<file path="config.mk">
export PLATFORM = sky130hd
export DESIGN_NAME = thresholded_forward_window_average_top_flat
export DESIGN_NICKNAME = d
export VERILOG_FILES = /design/src/tfwa_pkg.sv /design/src/tfwa_ifs.sv /design/src/tfwa_cell.sv /design/src/tfwa_div.sv /design/src/thresholded_forward_window_average_top.sv /design/src/flat_wrapper.sv
export SDC_FILE = /design/constraint.sdc
export NUM_CORES = 1
export LEC_CHECK = 0
export BUFFER_PORTS_ARGS = -buffer_cell sky130_fd_sc_hd__buf_4
export CORE_ASPECT_RATIO = 0.9
export CORE_MARGIN = 4
export CORE_UTILIZATION = 41
export DETAILED_ROUTE_END_ITERATION = 8
export GPL_TIMING_DRIVEN = 0
export PLACE_DENSITY = 0.57
export SLEW_MARGIN = 40
export SYNTH_ARGS = -nofsm -noshare
export SYNTH_HDL_FRONTEND = slang
export SYNTH_SLANG_ARGS = --single-unit
</file>
<file path="constraint.sdc">
create_clock -name clk -period 7.11 [get_ports clk]
set_clock_uncertainty 0.05 [all_clocks]
set_input_delay 1.422 -clock clk [delete_from_list [all_inputs] [get_ports clk]]
set_output_delay 1.422 -clock clk [all_outputs]
set_load 0.03 [all_outputs]
</file>
<file path="src/tfwa_pkg.sv">
`timescale 1ns / 1ps

package tfwa_pkg;

  // Fixed field widths of the ports.
  localparam int AVG_W      = 24;
  localparam int WLEN_W     = 6;
  localparam int THR_W      = 15;
  localparam int CFG_ADDR_W = 2;
  localparam int CFG_DATA_W = 15;
  localparam int FRAC_BITS  = 8;

  // Register reset values.
  localparam logic [WLEN_W-1:0] WLEN_RESET = WLEN_W'(8);
  localparam logic [THR_W-1:0]  THR_RESET  = THR_W'(3);

  // Saturation limits of the average.
  localparam logic [AVG_W-1:0] AVG_MAX = {1'b0, {(AVG_W-1){1'b1}}};
  localparam logic [AVG_W-1:0] AVG_MIN = {1'b1, {(AVG_W-1){1'b0}}};

  typedef enum logic [CFG_ADDR_W-1:0] {
    REG_WINDOW_LEN = 2'd0,
    REG_THRESHOLD  = 2'd1,
    REG_USE_ABS    = 2'd2
  } cfg_reg_t;

  typedef enum logic [1:0] {
    ST_IDLE  = 2'd0,
    ST_CHECK = 2'd1,
    ST_DIV   = 2'd2
  } ctl_state_t;

  // Per-cell control: load the new contribution, or take the neighbor's entry.
  typedef struct packed {
    logic load;
    logic shift;
  } cell_ctl_t;

endpackage

</file>
<file path="src/tfwa_ifs.sv">
`timescale 1ns / 1ps

interface tfwa_in_if #(
  parameter int SAMPLE_BITS = 16
) ();
  logic                          valid;
  logic                          ready;
  logic signed [SAMPLE_BITS-1:0] sample;
  logic                          row_end;

  modport source (output valid, output sample, output row_end, input ready);
  modport sink (input valid, input sample, input row_end, output ready);
endinterface

interface tfwa_out_if import tfwa_pkg::*; ();
  logic                    valid;
  logic                    ready;
  logic signed [AVG_W-1:0] average;
  logic                    row_last;

  modport source (output valid, output average, output row_last, input ready);
  modport sink (input valid, input average, input row_last, output ready);
endinterface

interface tfwa_cfg_if import tfwa_pkg::*; ();
  logic                  valid;
  logic                  ready;
  logic [CFG_ADDR_W-1:0] addr;
  logic [CFG_DATA_W-1:0] data;

  modport source (output valid, output addr, output data, input ready);
  modport sink (input valid, input addr, input data, output ready);
endinterface

</file>
<file path="src/tfwa_cell.sv">
`timescale 1ns / 1ps

// One entry of the pending window. Shifts toward the head on a pop.
module tfwa_cell import tfwa_pkg::*; #(
  parameter int W = 16
) (
  input  logic         clk,
  input  cell_ctl_t    ctl,
  input  logic [W-1:0] din,
  input  logic [W-1:0] nbr,
  output logic [W-1:0] q
);

  logic [W-1:0] val_r;

  always_ff @(posedge clk) begin
    if (ctl.load) begin
      val_r <= din;
    end else if (ctl.shift) begin
      val_r <= nbr;
    end
  end

  assign q = val_r;

endmodule

</file>
<file path="src/tfwa_div.sv">
`timescale 1ns / 1ps

// Restoring divider, one quotient bit per cycle.
module tfwa_div import tfwa_pkg::*; #(
  parameter int DW = 30,
  parameter int CW = 6
) (
  input  logic          clk,
  input  logic          rst_n,
  input  logic          start,
  input  logic [DW-1:0] dividend,
  input  logic [CW-1:0] divisor,
  output logic          done,
  output logic [DW-1:0] quot
);

  localparam int CNT_W = $clog2(DW + 1);

  logic [DW-1:0]    q_r, q_nxt;
  logic [CW-1:0]    rem_r, rem_nxt;
  logic [CW-1:0]    dvs_r, dvs_nxt;
  logic [CNT_W-1:0] cnt_r, cnt_nxt;
  logic             run_r, run_nxt;
  logic             done_r, done_nxt;
  logic [CW:0]      rem_sh;
  logic [CW:0]      diff;
  logic             ge;

  assign rem_sh = {rem_r, q_r[DW-1]};
  assign diff   = rem_sh - {1'b0, dvs_r};
  assign ge     = rem_sh >= {1'b0, dvs_r};

  always_comb begin
    q_nxt    = q_r;
    rem_nxt  = rem_r;
    dvs_nxt  = dvs_r;
    cnt_nxt  = cnt_r;
    run_nxt  = run_r;
    done_nxt = 1'b0;
    if (start) begin
      q_nxt   = dividend;
      rem_nxt = '0;
      dvs_nxt = divisor;
      cnt_nxt = CNT_W'(DW);
      run_nxt = 1'b1;
    end else if (run_r) begin
      q_nxt   = {q_r[DW-2:0], ge};
      rem_nxt = ge ? diff[CW-1:0] : rem_sh[CW-1:0];
      cnt_nxt = cnt_r - 1'b1;
      if (cnt_r == CNT_W'(1)) begin
        run_nxt  = 1'b0;
        done_nxt = 1'b1;
      end
    end
  end

  always_ff @(posedge clk) begin
    if (!rst_n) begin
      run_r  <= 1'b0;
      done_r <= 1'b0;
      cnt_r  <= '0;
    end else begin
      run_r  <= run_nxt;
      done_r <= done_nxt;
      cnt_r  <= cnt_nxt;
    end
  end

  always_ff @(posedge clk) begin
    q_r   <= q_nxt;
    rem_r <= rem_nxt;
    dvs_r <= dvs_nxt;
  end

  assign done = done_r;
  assign quot = q_r;

endmodule

</file>
<file path="src/thresholded_forward_window_average_top.sv">
`timescale 1ns / 1ps

// Channel | Dir | Payload                         | Request taken when
// in_if   | in  | sample[SAMPLE_BITS], row_end    | in_if.valid && in_if.ready
// out_if  | out | average[24] (Q8), row_last      | out_if.valid && out_if.ready
// cfg_if  | in  | addr[2], data[15]               | cfg_if.valid && cfg_if.ready
//
// An input request enters the cell chain and is then checked for due results.
// Each result then passes a check state, the bit-serial divider and a
// hand-over into the output register. Reset is synchronous and active low
// and clears all control state. A stalled output holds its register; the next
// division starts only once that register is free, and a new input request is
// taken while the last result of the previous one still waits.

module thresholded_forward_window_average_top import tfwa_pkg::*; #(
  parameter int MAX_WINDOW  = 32,
  parameter int SAMPLE_BITS = 16
) (
  input  logic clk,
  input  logic rst_n,
  tfwa_in_if.sink    in_if,
  tfwa_out_if.source out_if,
  tfwa_cfg_if.sink   cfg_if
);

  // Fill count width holds 0..MAX_WINDOW. The running sum and its magnitude
  // need that many bits beyond one sample. The dividend carries 8 fraction bits.
  localparam int CW    = $clog2(MAX_WINDOW + 1);
  localparam int SUM_W = SAMPLE_BITS + CW;
  localparam int DW    = SUM_W + FRAC_BITS;
  localparam int CMP_W = (SAMPLE_BITS > THR_W) ? SAMPLE_BITS : THR_W;
  localparam int QW    = (DW > AVG_W + 1) ? DW : AVG_W + 1;

  // Configuration registers.
  logic [WLEN_W-1:0] wlen_r;
  logic [THR_W-1:0]  thr_r;
  logic              use_abs_r;

  assign cfg_if.ready = 1'b1;

  always_ff @(posedge clk) begin
    if (!rst_n) begin
      wlen_r    <= WLEN_RESET;
      thr_r     <= THR_RESET;
      use_abs_r <= 1'b0;
    end else if (cfg_if.valid) begin
      case (cfg_reg_t'(cfg_if.addr))
        REG_WINDOW_LEN: wlen_r    <= cfg_if.data[WLEN_W-1:0];
        REG_THRESHOLD:  thr_r     <= cfg_if.data[THR_W-1:0];
        REG_USE_ABS:    use_abs_r <= cfg_if.data[0];
        default: ;
      endcase
    end
  end

  // Effective window: zero acts as one, and lengths above the chain are clamped.
  logic [CW-1:0] w_eff;

  always_comb begin
    if (wlen_r == '0) begin
      w_eff = CW'(1);
    end else if (32'(wlen_r) > MAX_WINDOW) begin
      w_eff = CW'(MAX_WINDOW);
    end else begin
      w_eff = CW'(wlen_r);
    end
  end

  // Thresholding of the incoming sample. The magnitude of the most negative
  // sample wraps to the correct unsigned value in SAMPLE_BITS bits.
  logic [SAMPLE_BITS-1:0] s_mag;
  logic [SAMPLE_BITS-1:0] contrib;

  assign s_mag   = in_if.sample[SAMPLE_BITS-1] ? -in_if.sample : in_if.sample;
  assign contrib = (CMP_W'(s_mag) > CMP_W'(thr_r)) ? in_if.sample : '0;

  // Control state.
  ctl_state_t               state_r, state_nxt;
  logic [CW-1:0]            fill_r, fill_nxt;
  logic signed [SUM_W-1:0]  sum_r, sum_nxt;
  logic                     row_flag_r, row_flag_nxt;
  logic                     out_valid_r, out_valid_nxt;
  logic                     neg_r, last_r, abs_r;
  logic [AVG_W-1:0]         out_avg_r, out_avg_nxt;
  logic                     out_last_r;

  logic push, pop, div_start, out_load, out_free, emit_want;
  logic div_done;
  logic [DW-1:0] div_quot;
  logic [SUM_W-1:0] sum_mag;
  logic [SAMPLE_BITS-1:0] head;

  assign out_free  = !out_valid_r || out_if.ready;
  assign emit_want = row_flag_r ? (fill_r != '0) : (fill_r >= w_eff);
  assign sum_mag   = sum_r[SUM_W-1] ? SUM_W'(-sum_r) : SUM_W'(sum_r);

  always_comb begin
    state_nxt    = state_r;
    push         = 1'b0;
    pop          = 1'b0;
    div_start    = 1'b0;
    out_load     = 1'b0;
    row_flag_nxt = row_flag_r;
    in_if.ready  = 1'b0;
    case (state_r)
      ST_IDLE: begin
        in_if.ready = 1'b1;
        if (in_if.valid) begin
          push         = 1'b1;
          row_flag_nxt = in_if.row_end;
          state_nxt    = ST_CHECK;
        end
      end
      ST_CHECK: begin
        if (!emit_want) begin
          state_nxt = ST_IDLE;
        end else if (out_free) begin
          div_start = 1'b1;
          pop       = 1'b1;
          state_nxt = ST_DIV;
        end
      end
      ST_DIV: begin
        if (div_done) begin
          out_load  = 1'b1;
          state_nxt = ST_CHECK;
        end
      end
      default: state_nxt = ST_IDLE;
    endcase
  end

  // Fill count and running sum. Push and pop never fall in the same cycle.
  always_comb begin
    fill_nxt = fill_r;
    sum_nxt  = sum_r;
    if (push) begin
      fill_nxt = fill_r + 1'b1;
      sum_nxt  = sum_r + {{CW{contrib[SAMPLE_BITS-1]}}, contrib};
    end else if (pop) begin
      fill_nxt = fill_r - 1'b1;
      sum_nxt  = sum_r - {{CW{head[SAMPLE_BITS-1]}}, head};
    end
  end

  // Sign handling and saturation of the finished quotient.
  logic [QW-1:0] q_ext;
  logic          neg_eff;

  assign q_ext   = QW'(div_quot);
  assign neg_eff = neg_r && !abs_r;

  always_comb begin
    if (!neg_eff) begin
      out_avg_nxt = (q_ext > QW'(AVG_MAX)) ? AVG_MAX : q_ext[AVG_W-1:0];
    end else begin
      out_avg_nxt = (q_ext > QW'(AVG_MIN)) ? AVG_MIN : AVG_W'(-q_ext);
    end
  end

  always_comb begin
    if (out_load) begin
      out_valid_nxt = 1'b1;
    end else begin
      out_valid_nxt = out_valid_r && !out_if.ready;
    end
  end

  always_ff @(posedge clk) begin
    if (!rst_n) begin
      state_r     <= ST_IDLE;
      fill_r      <= '0;
      sum_r       <= '0;
      row_flag_r  <= 1'b0;
      out_valid_r <= 1'b0;
    end else begin
      state_r     <= state_nxt;
      fill_r      <= fill_nxt;
      sum_r       <= sum_nxt;
      row_flag_r  <= row_flag_nxt;
      out_valid_r <= out_valid_nxt;
    end
  end

  // Attributes of the result under division, and the output register.
  always_ff @(posedge clk) begin
    if (div_start) begin
      neg_r  <= sum_r[SUM_W-1];
      last_r <= row_flag_r && (fill_r == CW'(1));
      abs_r  <= use_abs_r;
    end
    if (out_load) begin
      out_avg_r  <= out_avg_nxt;
      out_last_r <= last_r;
    end
  end

  assign out_if.valid    = out_valid_r;
  assign out_if.average  = out_avg_r;
  assign out_if.row_last = out_last_r;

  // Chain of window cells. Cell 0 holds the oldest pending contribution; a new
  // one lands in the cell at the fill count, and a pop moves every cell one
  // place toward the head.
  logic [SAMPLE_BITS-1:0] cell_q [MAX_WINDOW];

  assign head = cell_q[0];

  for (genvar i = 0; i < MAX_WINDOW; i++) begin : g_cell
    cell_ctl_t              ctl;
    logic [SAMPLE_BITS-1:0] nbr;

    assign ctl.load  = push && (fill_r == CW'(i));
    assign ctl.shift = pop;

    if (i == MAX_WINDOW - 1) begin : g_tail
      assign nbr = '0;
    end else begin : g_mid
      assign nbr = cell_q[i+1];
    end

    tfwa_cell #(
      .W(SAMPLE_BITS)
    ) u_cell (
      .clk (clk),
      .ctl (ctl),
      .din (contrib),
      .nbr (nbr),
      .q   (cell_q[i])
    );
  end

  // Average = |sum| * 256 / count, sign restored afterwards.
  tfwa_div #(
    .DW(DW),
    .CW(CW)
  ) u_div (
    .clk      (clk),
    .rst_n    (rst_n),
    .start    (div_start),
    .dividend ({sum_mag, {FRAC_BITS{1'b0}}}),
    .divisor  (fill_r),
    .done     (div_done),
    .quot     (div_quot)
  );

endmodule

</file>
<file path="src/flat_wrapper.sv">
// flat-port wrapper written by rule: the top's interface ports become plain ports
module thresholded_forward_window_average_top_flat import tfwa_pkg::*;
#(
  parameter int MAX_WINDOW  = 32,
  parameter int SAMPLE_BITS = 16
)
  (clk, rst_n, in_if_valid, in_if_sample, in_if_row_end, in_if_ready, out_if_valid, out_if_average, out_if_row_last, out_if_ready, cfg_if_valid, cfg_if_addr, cfg_if_data, cfg_if_ready);
  tfwa_in_if #(.SAMPLE_BITS(SAMPLE_BITS)) in_if_i ();
  tfwa_out_if out_if_i ();
  tfwa_cfg_if cfg_if_i ();
  input  logic clk;
  input  logic rst_n;
  input wire logic [$bits(in_if_i.valid)-1:0] in_if_valid;
  input wire logic [$bits(in_if_i.sample)-1:0] in_if_sample;
  input wire logic [$bits(in_if_i.row_end)-1:0] in_if_row_end;
  output wire logic [$bits(in_if_i.ready)-1:0] in_if_ready;
  output wire logic [$bits(out_if_i.valid)-1:0] out_if_valid;
  output wire logic [$bits(out_if_i.average)-1:0] out_if_average;
  output wire logic [$bits(out_if_i.row_last)-1:0] out_if_row_last;
  input wire logic [$bits(out_if_i.ready)-1:0] out_if_ready;
  input wire logic [$bits(cfg_if_i.valid)-1:0] cfg_if_valid;
  input wire logic [$bits(cfg_if_i.addr)-1:0] cfg_if_addr;
  input wire logic [$bits(cfg_if_i.data)-1:0] cfg_if_data;
  output wire logic [$bits(cfg_if_i.ready)-1:0] cfg_if_ready;
  assign in_if_i.valid = in_if_valid;
  assign in_if_i.sample = in_if_sample;
  assign in_if_i.row_end = in_if_row_end;
  assign in_if_ready = in_if_i.ready;
  assign out_if_valid = out_if_i.valid;
  assign out_if_average = out_if_i.average;
  assign out_if_row_last = out_if_i.row_last;
  assign out_if_i.ready = out_if_ready;
  assign cfg_if_i.valid = cfg_if_valid;
  assign cfg_if_i.addr = cfg_if_addr;
  assign cfg_if_i.data = cfg_if_data;
  assign cfg_if_ready = cfg_if_i.ready;
  thresholded_forward_window_average_top #(.MAX_WINDOW(MAX_WINDOW), .SAMPLE_BITS(SAMPLE_BITS)) u_core (.clk(clk), .rst_n(rst_n), .in_if(in_if_i), .out_if(out_if_i), .cfg_if(cfg_if_i));
endmodule
</file>
# After elaboration in Yosys (flattened, before gate mapping)
# Index checks and enable logic that the tools add are counted.
# totals
ff_bits,643
inputBits,39
output_inout_bits,28
elab_cells,294
# op_classes
reduce_logical,85
n_bitwise,2
eq_ne,39
magnitude_cmp,6
muxes,100
n_addsub,9
# ops
op,count
2-to-1 mux 16 bit,66
"== test 6 x 5 -> 1 bit, second input constant",16
2-to-1 mux 24 bit,3
nonzero test 2 bit,34
2-to-1 mux 22 bit,3
2-to-1 mux 30 bit,2
"== test 6 x 4 -> 1 bit, second input constant",8
logical AND 1 bit,35
"greater-than comparator 30 x 23 -> 1 bit, second input constant",1
"greater-than comparator 30 x 24 -> 1 bit, second input constant",1
2-to-1 mux 6 bit,5
"== test 6 x 3 -> 1 bit, second input constant",4
negator 24 bit,1
adder 22 bit,1
negator 22 bit,1
subtractor 22 bit,1
greater-than comparator 16 x 15 -> 1 bit,1
negator 16 bit,1
2-to-1 mux 1 bit,14
"== test 6 x 2 -> 1 bit, second input constant",2
logical NOT 6 bit,2
2-to-1 mux 5 bit,2
2-to-1 mux 2 bit,4
AND reduction 2 bit,4
22 further kinds,29

# Longest topological paths before layout
# logic_depth
ltp_word,9
mapped_depth,25
mapped_depth_nobuf,23

# Cells and area by module
# A second synthesis with hierarchy kept.
# unflattened
hier_cells,2186
area_unflattened_um2,32657.6
# modules_own_cells
module,seq_area_each_um2,area_each_um2,n_inst,cells_per_inst
tfwa_cell,480.5,732.0,32,35
thresholded_forward_window_average_top,1921.8,6899.1,1,887
tfwa_div,1341.3,2336.0,1,179

# Least setup slack after synthesis
# OpenSTA, ideal clock, no wires.
# synth_path
path_type,input-to-reg
startpoint,input port in_if_sample[10]
endpoint,register u_core.sum_r[18]
required_ns,6.986
t_arrival_ns,6.470
slack_ns,0.516
stages,23
setup_ns,0.074
path_buffers,2
path_cell_list,or4_1 -> or2_1 -> or3_1 -> o21ai_0 -> xnor2_1 -> ha_1 -> nand3_1 -> nor2_1 -> a221o_1 -> o31ai_1 -> nand2_2 -> buf_12 -> nand2_4 -> buf_6 -> a21oi_2 -> ha_1 -> a21o_1 -> a21oi_1 -> o21a_1 -> nor4_1 -> o21bai_1 -> a311o_1 -> a31oi_1
# synth_via
elab_chain_cells,6
# synth_lines
element,line_no,source
"start, declared",flat_wrapper.sv:14,input wire logic [$bits(in_if_i.sample)-1:0] in_if_sample;
negator 16 bit,thresholded_forward_window_average_top.sv:74,assign s_mag = in_if.sample[SAMPLE_BITS-1] ? -in_if.sample : in_if.sample;
2-to-1 mux 16 bit,thresholded_forward_window_average_top.sv:74,
greater-than comparator 16 x 15 -> 1 bit,thresholded_forward_window_average_top.sv:75,assign contrib = (CMP_W'(s_mag) > CMP_W'(thr_r)) ? in_if.sample : '0;
2-to-1 mux 16 bit *,thresholded_forward_window_average_top.sv:75,
adder 22 bit *,thresholded_forward_window_average_top.sv:139,"sum_nxt = sum_r + {{CW{contrib[SAMPLE_BITS-1]}}, contrib};"
2-to-1 mux 22 bit *,thresholded_forward_window_average_top.sv:137,if (push) begin
"end signal, assigned",thresholded_forward_window_average_top.sv:179,sum_r <= sum_nxt;
"end, declared",thresholded_forward_window_average_top.sv:80,"logic signed [SUM_W-1:0] sum_r, sum_nxt;"
# Mark *: on every way between the ends. The rest lies on a longest branch, timed or not.
# A chain may end at the register's enable or synchronous reset.

# Final worst setup path
# layout_path
startpoint,input port in_if_sample[9]
endpoint,register u_core.sum_r[18]
# The elaborated chain is that of the path after synthesis.

==> impl_metrics.tcl <==
set metrics [dict create \
    status "completed" \
    dp_hpwl_um 55900 \
    max_stage_delay_ns 0.52 \
    period_needed_ns 6.80 \
    ir_drop_uv 159 \
    end_kind "register" \
    gp_congestion 0.827 \
    hold_viol 0 \
    grt_max_degree 26 \
    drc 0 \
    area_growth_pct 13.2 \
    crit_slowest_cell "or4_1" \
    vias 21700 \
    critical_path_class "in -> reg" \
    critPathMostFrequentCell "ha_1" \
    top_layer "met4" \
    cts_tree "yes" \
    avgSynthCellArea_um2 10.8 \
    wl_per_cell_um 20.0 \
    critPathArrivalTime_ns 7.22 \
    routed_via_density 5.48 \
    yosys_register_bits 643 \
    maxCapViolCount 0 \
    leakage_nw 12.8 \
    maxSlewViolCount 0 \
    die_h_um 266 \
    synth_fp_nets 2911 \
    grt-ovfl-total 0 \
    cts_buffer_depth 3 \
    clock-sinks 643 \
    synthFlopType "edfxtp_1" \
    async_flop_share 0 \
    dr.pass1.iters 5 \
    max_slew_margin 0.426 \
    clkTransAtPathRegs_ns 0.05 \
    antenna_found_initial 2 \
    ff_latch_area_um2 18600 \
    fp.dieW_um 295 \
    start_kind "input pin" \
    synth-edff-count 568 \
    dr_wl_met3_um 4740 \
    route.met2.wl_um 33800 \
    worstPathRequired_ns 7.53 \
    clock_latency_ns 0.61 \
    worst_slew_pin_slew_ns 0.862 \
    power.density_nw_per_um2 299 \
    synth_area_um2 30400 \
    layout-drive-gt1-share 0.140 \
    fin_ws_ns 0.310 \
    syn-instance-count 2810 \
    portBuffers 63 \
    cts_buffers 70 \
    core_um2 73300 \
    multi_input_area_um2 10700 \
    fillers 6648 \
    grt_pass1_wl_um 123000 \
    grt.total_usage 0.200 \
    antenna_left 0 \
    finish.utilization 0.470 \
    die_area_um2 78600 \
    cts-root-buf "clkbuf_16" \
    start_util 0.415 \
    setup_viol_count_final 0 \
    max_freq_ghz 0.147 \
    ios 67 \
    dp_slack_ns -0.864 \
    cp_max_fo 10 \
    drtIter0Drc 1732 \
    rows 94 \
    cts_htree_levels 3 \
    grt_pass1_vias 21000 \
    hold_path_class "reg -> reg" \
    holdBufCountCts 0 \
    wl_met1_um 38100 \
    nets 3046 \
    post-route-period-util 0.956 \
    ys_warn_count 0 \
    rsz0062_at_grt "false" \
    totalWireLength_um 79100 \
    synth.distinct_cells 79 \
    ys_seq_area_frac 0.610 \
]
-- sequential cells by signal, indices dropped and copies added (netlist names) --
register / cells
u_core.abs_r: 1
u_core.fill_r: 6
u_core.g_cell.u_cell.q: 512
u_core.last_r: 1
u_core.neg_r: 1
u_core.out_if.average: 24
u_core.out_if.row_last: 1
u_core.out_if.valid: 1
u_core.row_flag_r: 1
u_core.state_r: 2
u_core.sum_r: 22
u_core.thr_r: 15
u_core.u_div.cnt_r: 5
u_core.u_div.done: 1
u_core.u_div.dvs_r: 6
u_core.u_div.quot: 30
u_core.u_div.rem_r: 6
u_core.u_div.run_r: 1
u_core.use_abs_r: 1
u_core.wlen_r: 6
-- worst max-delay path, delay by kind of cell --
kind,cells,cell delay (ns)
buffers and inverters,3,0.54
AND/OR/NAND/NOR,8,1.72
AO/OA/AOI/OAI,10,2.38
XOR/XNOR,1,0.15
adder cells (fa/ha/maj),3,0.96
-- logic make-up after synthesis --
logic type	Yosys count	share of synthesized area
AOI/OAI and AO/OA	780	0.162
xor gates and xnor gates	56	0.0161
adders and majority gates	62	0.0260
buffers and inverters	251	0.0392
DFF	643	0.610
muxes	22	0.00732
other	1	0.000123
and+or+nand+nor	995	0.139
-- worst paths after layout --
kind	startpoint	to	slack [ns]	cells after the start
min reg2reg	u_core.u_div.rem_r[5]$_SDFFE_PP0P_	u_core.u_div.rem_r[5]$_SDFFE_PP0P_	0.40	2
min	u_core.u_div.rem_r[5]$_SDFFE_PP0P_	u_core.u_div.rem_r[5]$_SDFFE_PP0P_	0.40	2
max	in_if_sample[9]	u_core.sum_r[18]$_SDFFE_PN0P_	0.31	25
max reg2reg	u_core.thr_r[5]$_SDFFE_PN0P_	u_core.sum_r[18]$_SDFFE_PN0P_	2.19	20
-- where the power goes --
group          leakage, nW  internal (mW)  switching, mW  total [mW]
clock                 1.09           2.08           1.52        3.60
sequential            5.82           4.51          0.230        4.74
combinational         5.84          0.650           1.29        1.94
total                 12.8           7.25           3.04        10.3
-- what timing repair did --
item / 4_1_cts / 5_1_grt
resized for setup: 2 / 9
setup buffers: 0 / 0
endpoints found under the setup margin: 3 / 10
pin swaps: 0 / 1
-- per-layer routing --
metal | up-vias | track usage
li1 | 10400 | -
met1 | 10500 | 0.302
met2 | 718 | 0.298
met3 | 121 | 0.0310
met4 | 0 | 0.0623
met5 | - | 0
-- synth_stat cells, drive strengths merged, types with 9 or more instances --
cell type,instances,share of area
a211oi,9,0.0022
a21o,12,0.0030
a21oi,104,0.018
and3,9,0.0019
buf,37,0.013
clkbuf,163,0.020
dfxtp,75,0.049
edfxtp,568,0.56
ha,60,0.025
inv,50,0.0062
mux2i,20,0.0066
nand2,689,0.088
nand2b,19,0.0039
nand3,56,0.0092
nand4,12,0.0025
nor2,112,0.014
nor3,26,0.0043
nor4,14,0.0029
o21ai,559,0.11
o22ai,9,0.0019
o31ai,14,0.0035
or2,9,0.0019
or3,14,0.0029
or4,11,0.0027
xnor2,46,0.013
xor2,10,0.0029
-- per-stage QoR --
| step | instance area, um^2 | hold WS (ns) | total power [mW] | cells | setup TNS [ns] |
|---|---|---|---|---|---|
| final | 34400 | 0.402 | 10.3 | 3962 | 0 |
| after global placement | 32100 | 0.392 | 6.67 | 3833 | -5.58 |
| after detailed placement | 32100 | 0.397 | 6.73 | 3835 | -6.18 |
| after CTS | 34400 | 0.405 | 10.3 | 3962 | 0 |
| after floorplan | 30400 | 0.350 | 6.10 | 2810 | 0 |
| after global routing | 34400 | 0.426 | 10.8 | 3960 | 0 |
-- layout make-up --
type	count	share of cell area
multi-input cells	1916	0.312
clock buffers	91	0.0541
plain buffers	198	0.0290
flip-flops and latches	643	0.539
inverters	51	0.00556
clock inverters	36	0.0112
diodes	2	0.000145
well taps	960	0.0349
repair buffers	65	0.0140
-- cells in the final DEF, fill, tap and decap left out, types with 13 or more instances in the layout --
master	Yosys	final
edfxtp_1	568	568
a21oi_1	99	99
clkinv_1	1	15
dfxtp_1	75	75
o21ai_1	109	109
xnor2_1	46	46
o21ai_0	277	277
clkbuf_1	160	171
clkbuf_16	0	70
ha_1	60	60
nand2b_1	19	19
nor3_1	26	26
inv_1	50	49
o21ai_2	173	173
nand3_1	56	56
mux2i_1	20	20
or3_1	14	14
nand2_1	678	677
o31ai_1	14	13
nor2_1	112	110
buf_6	30	30
buf_4	1	64
No activity file was read; power rests on OpenSTA's default activity.
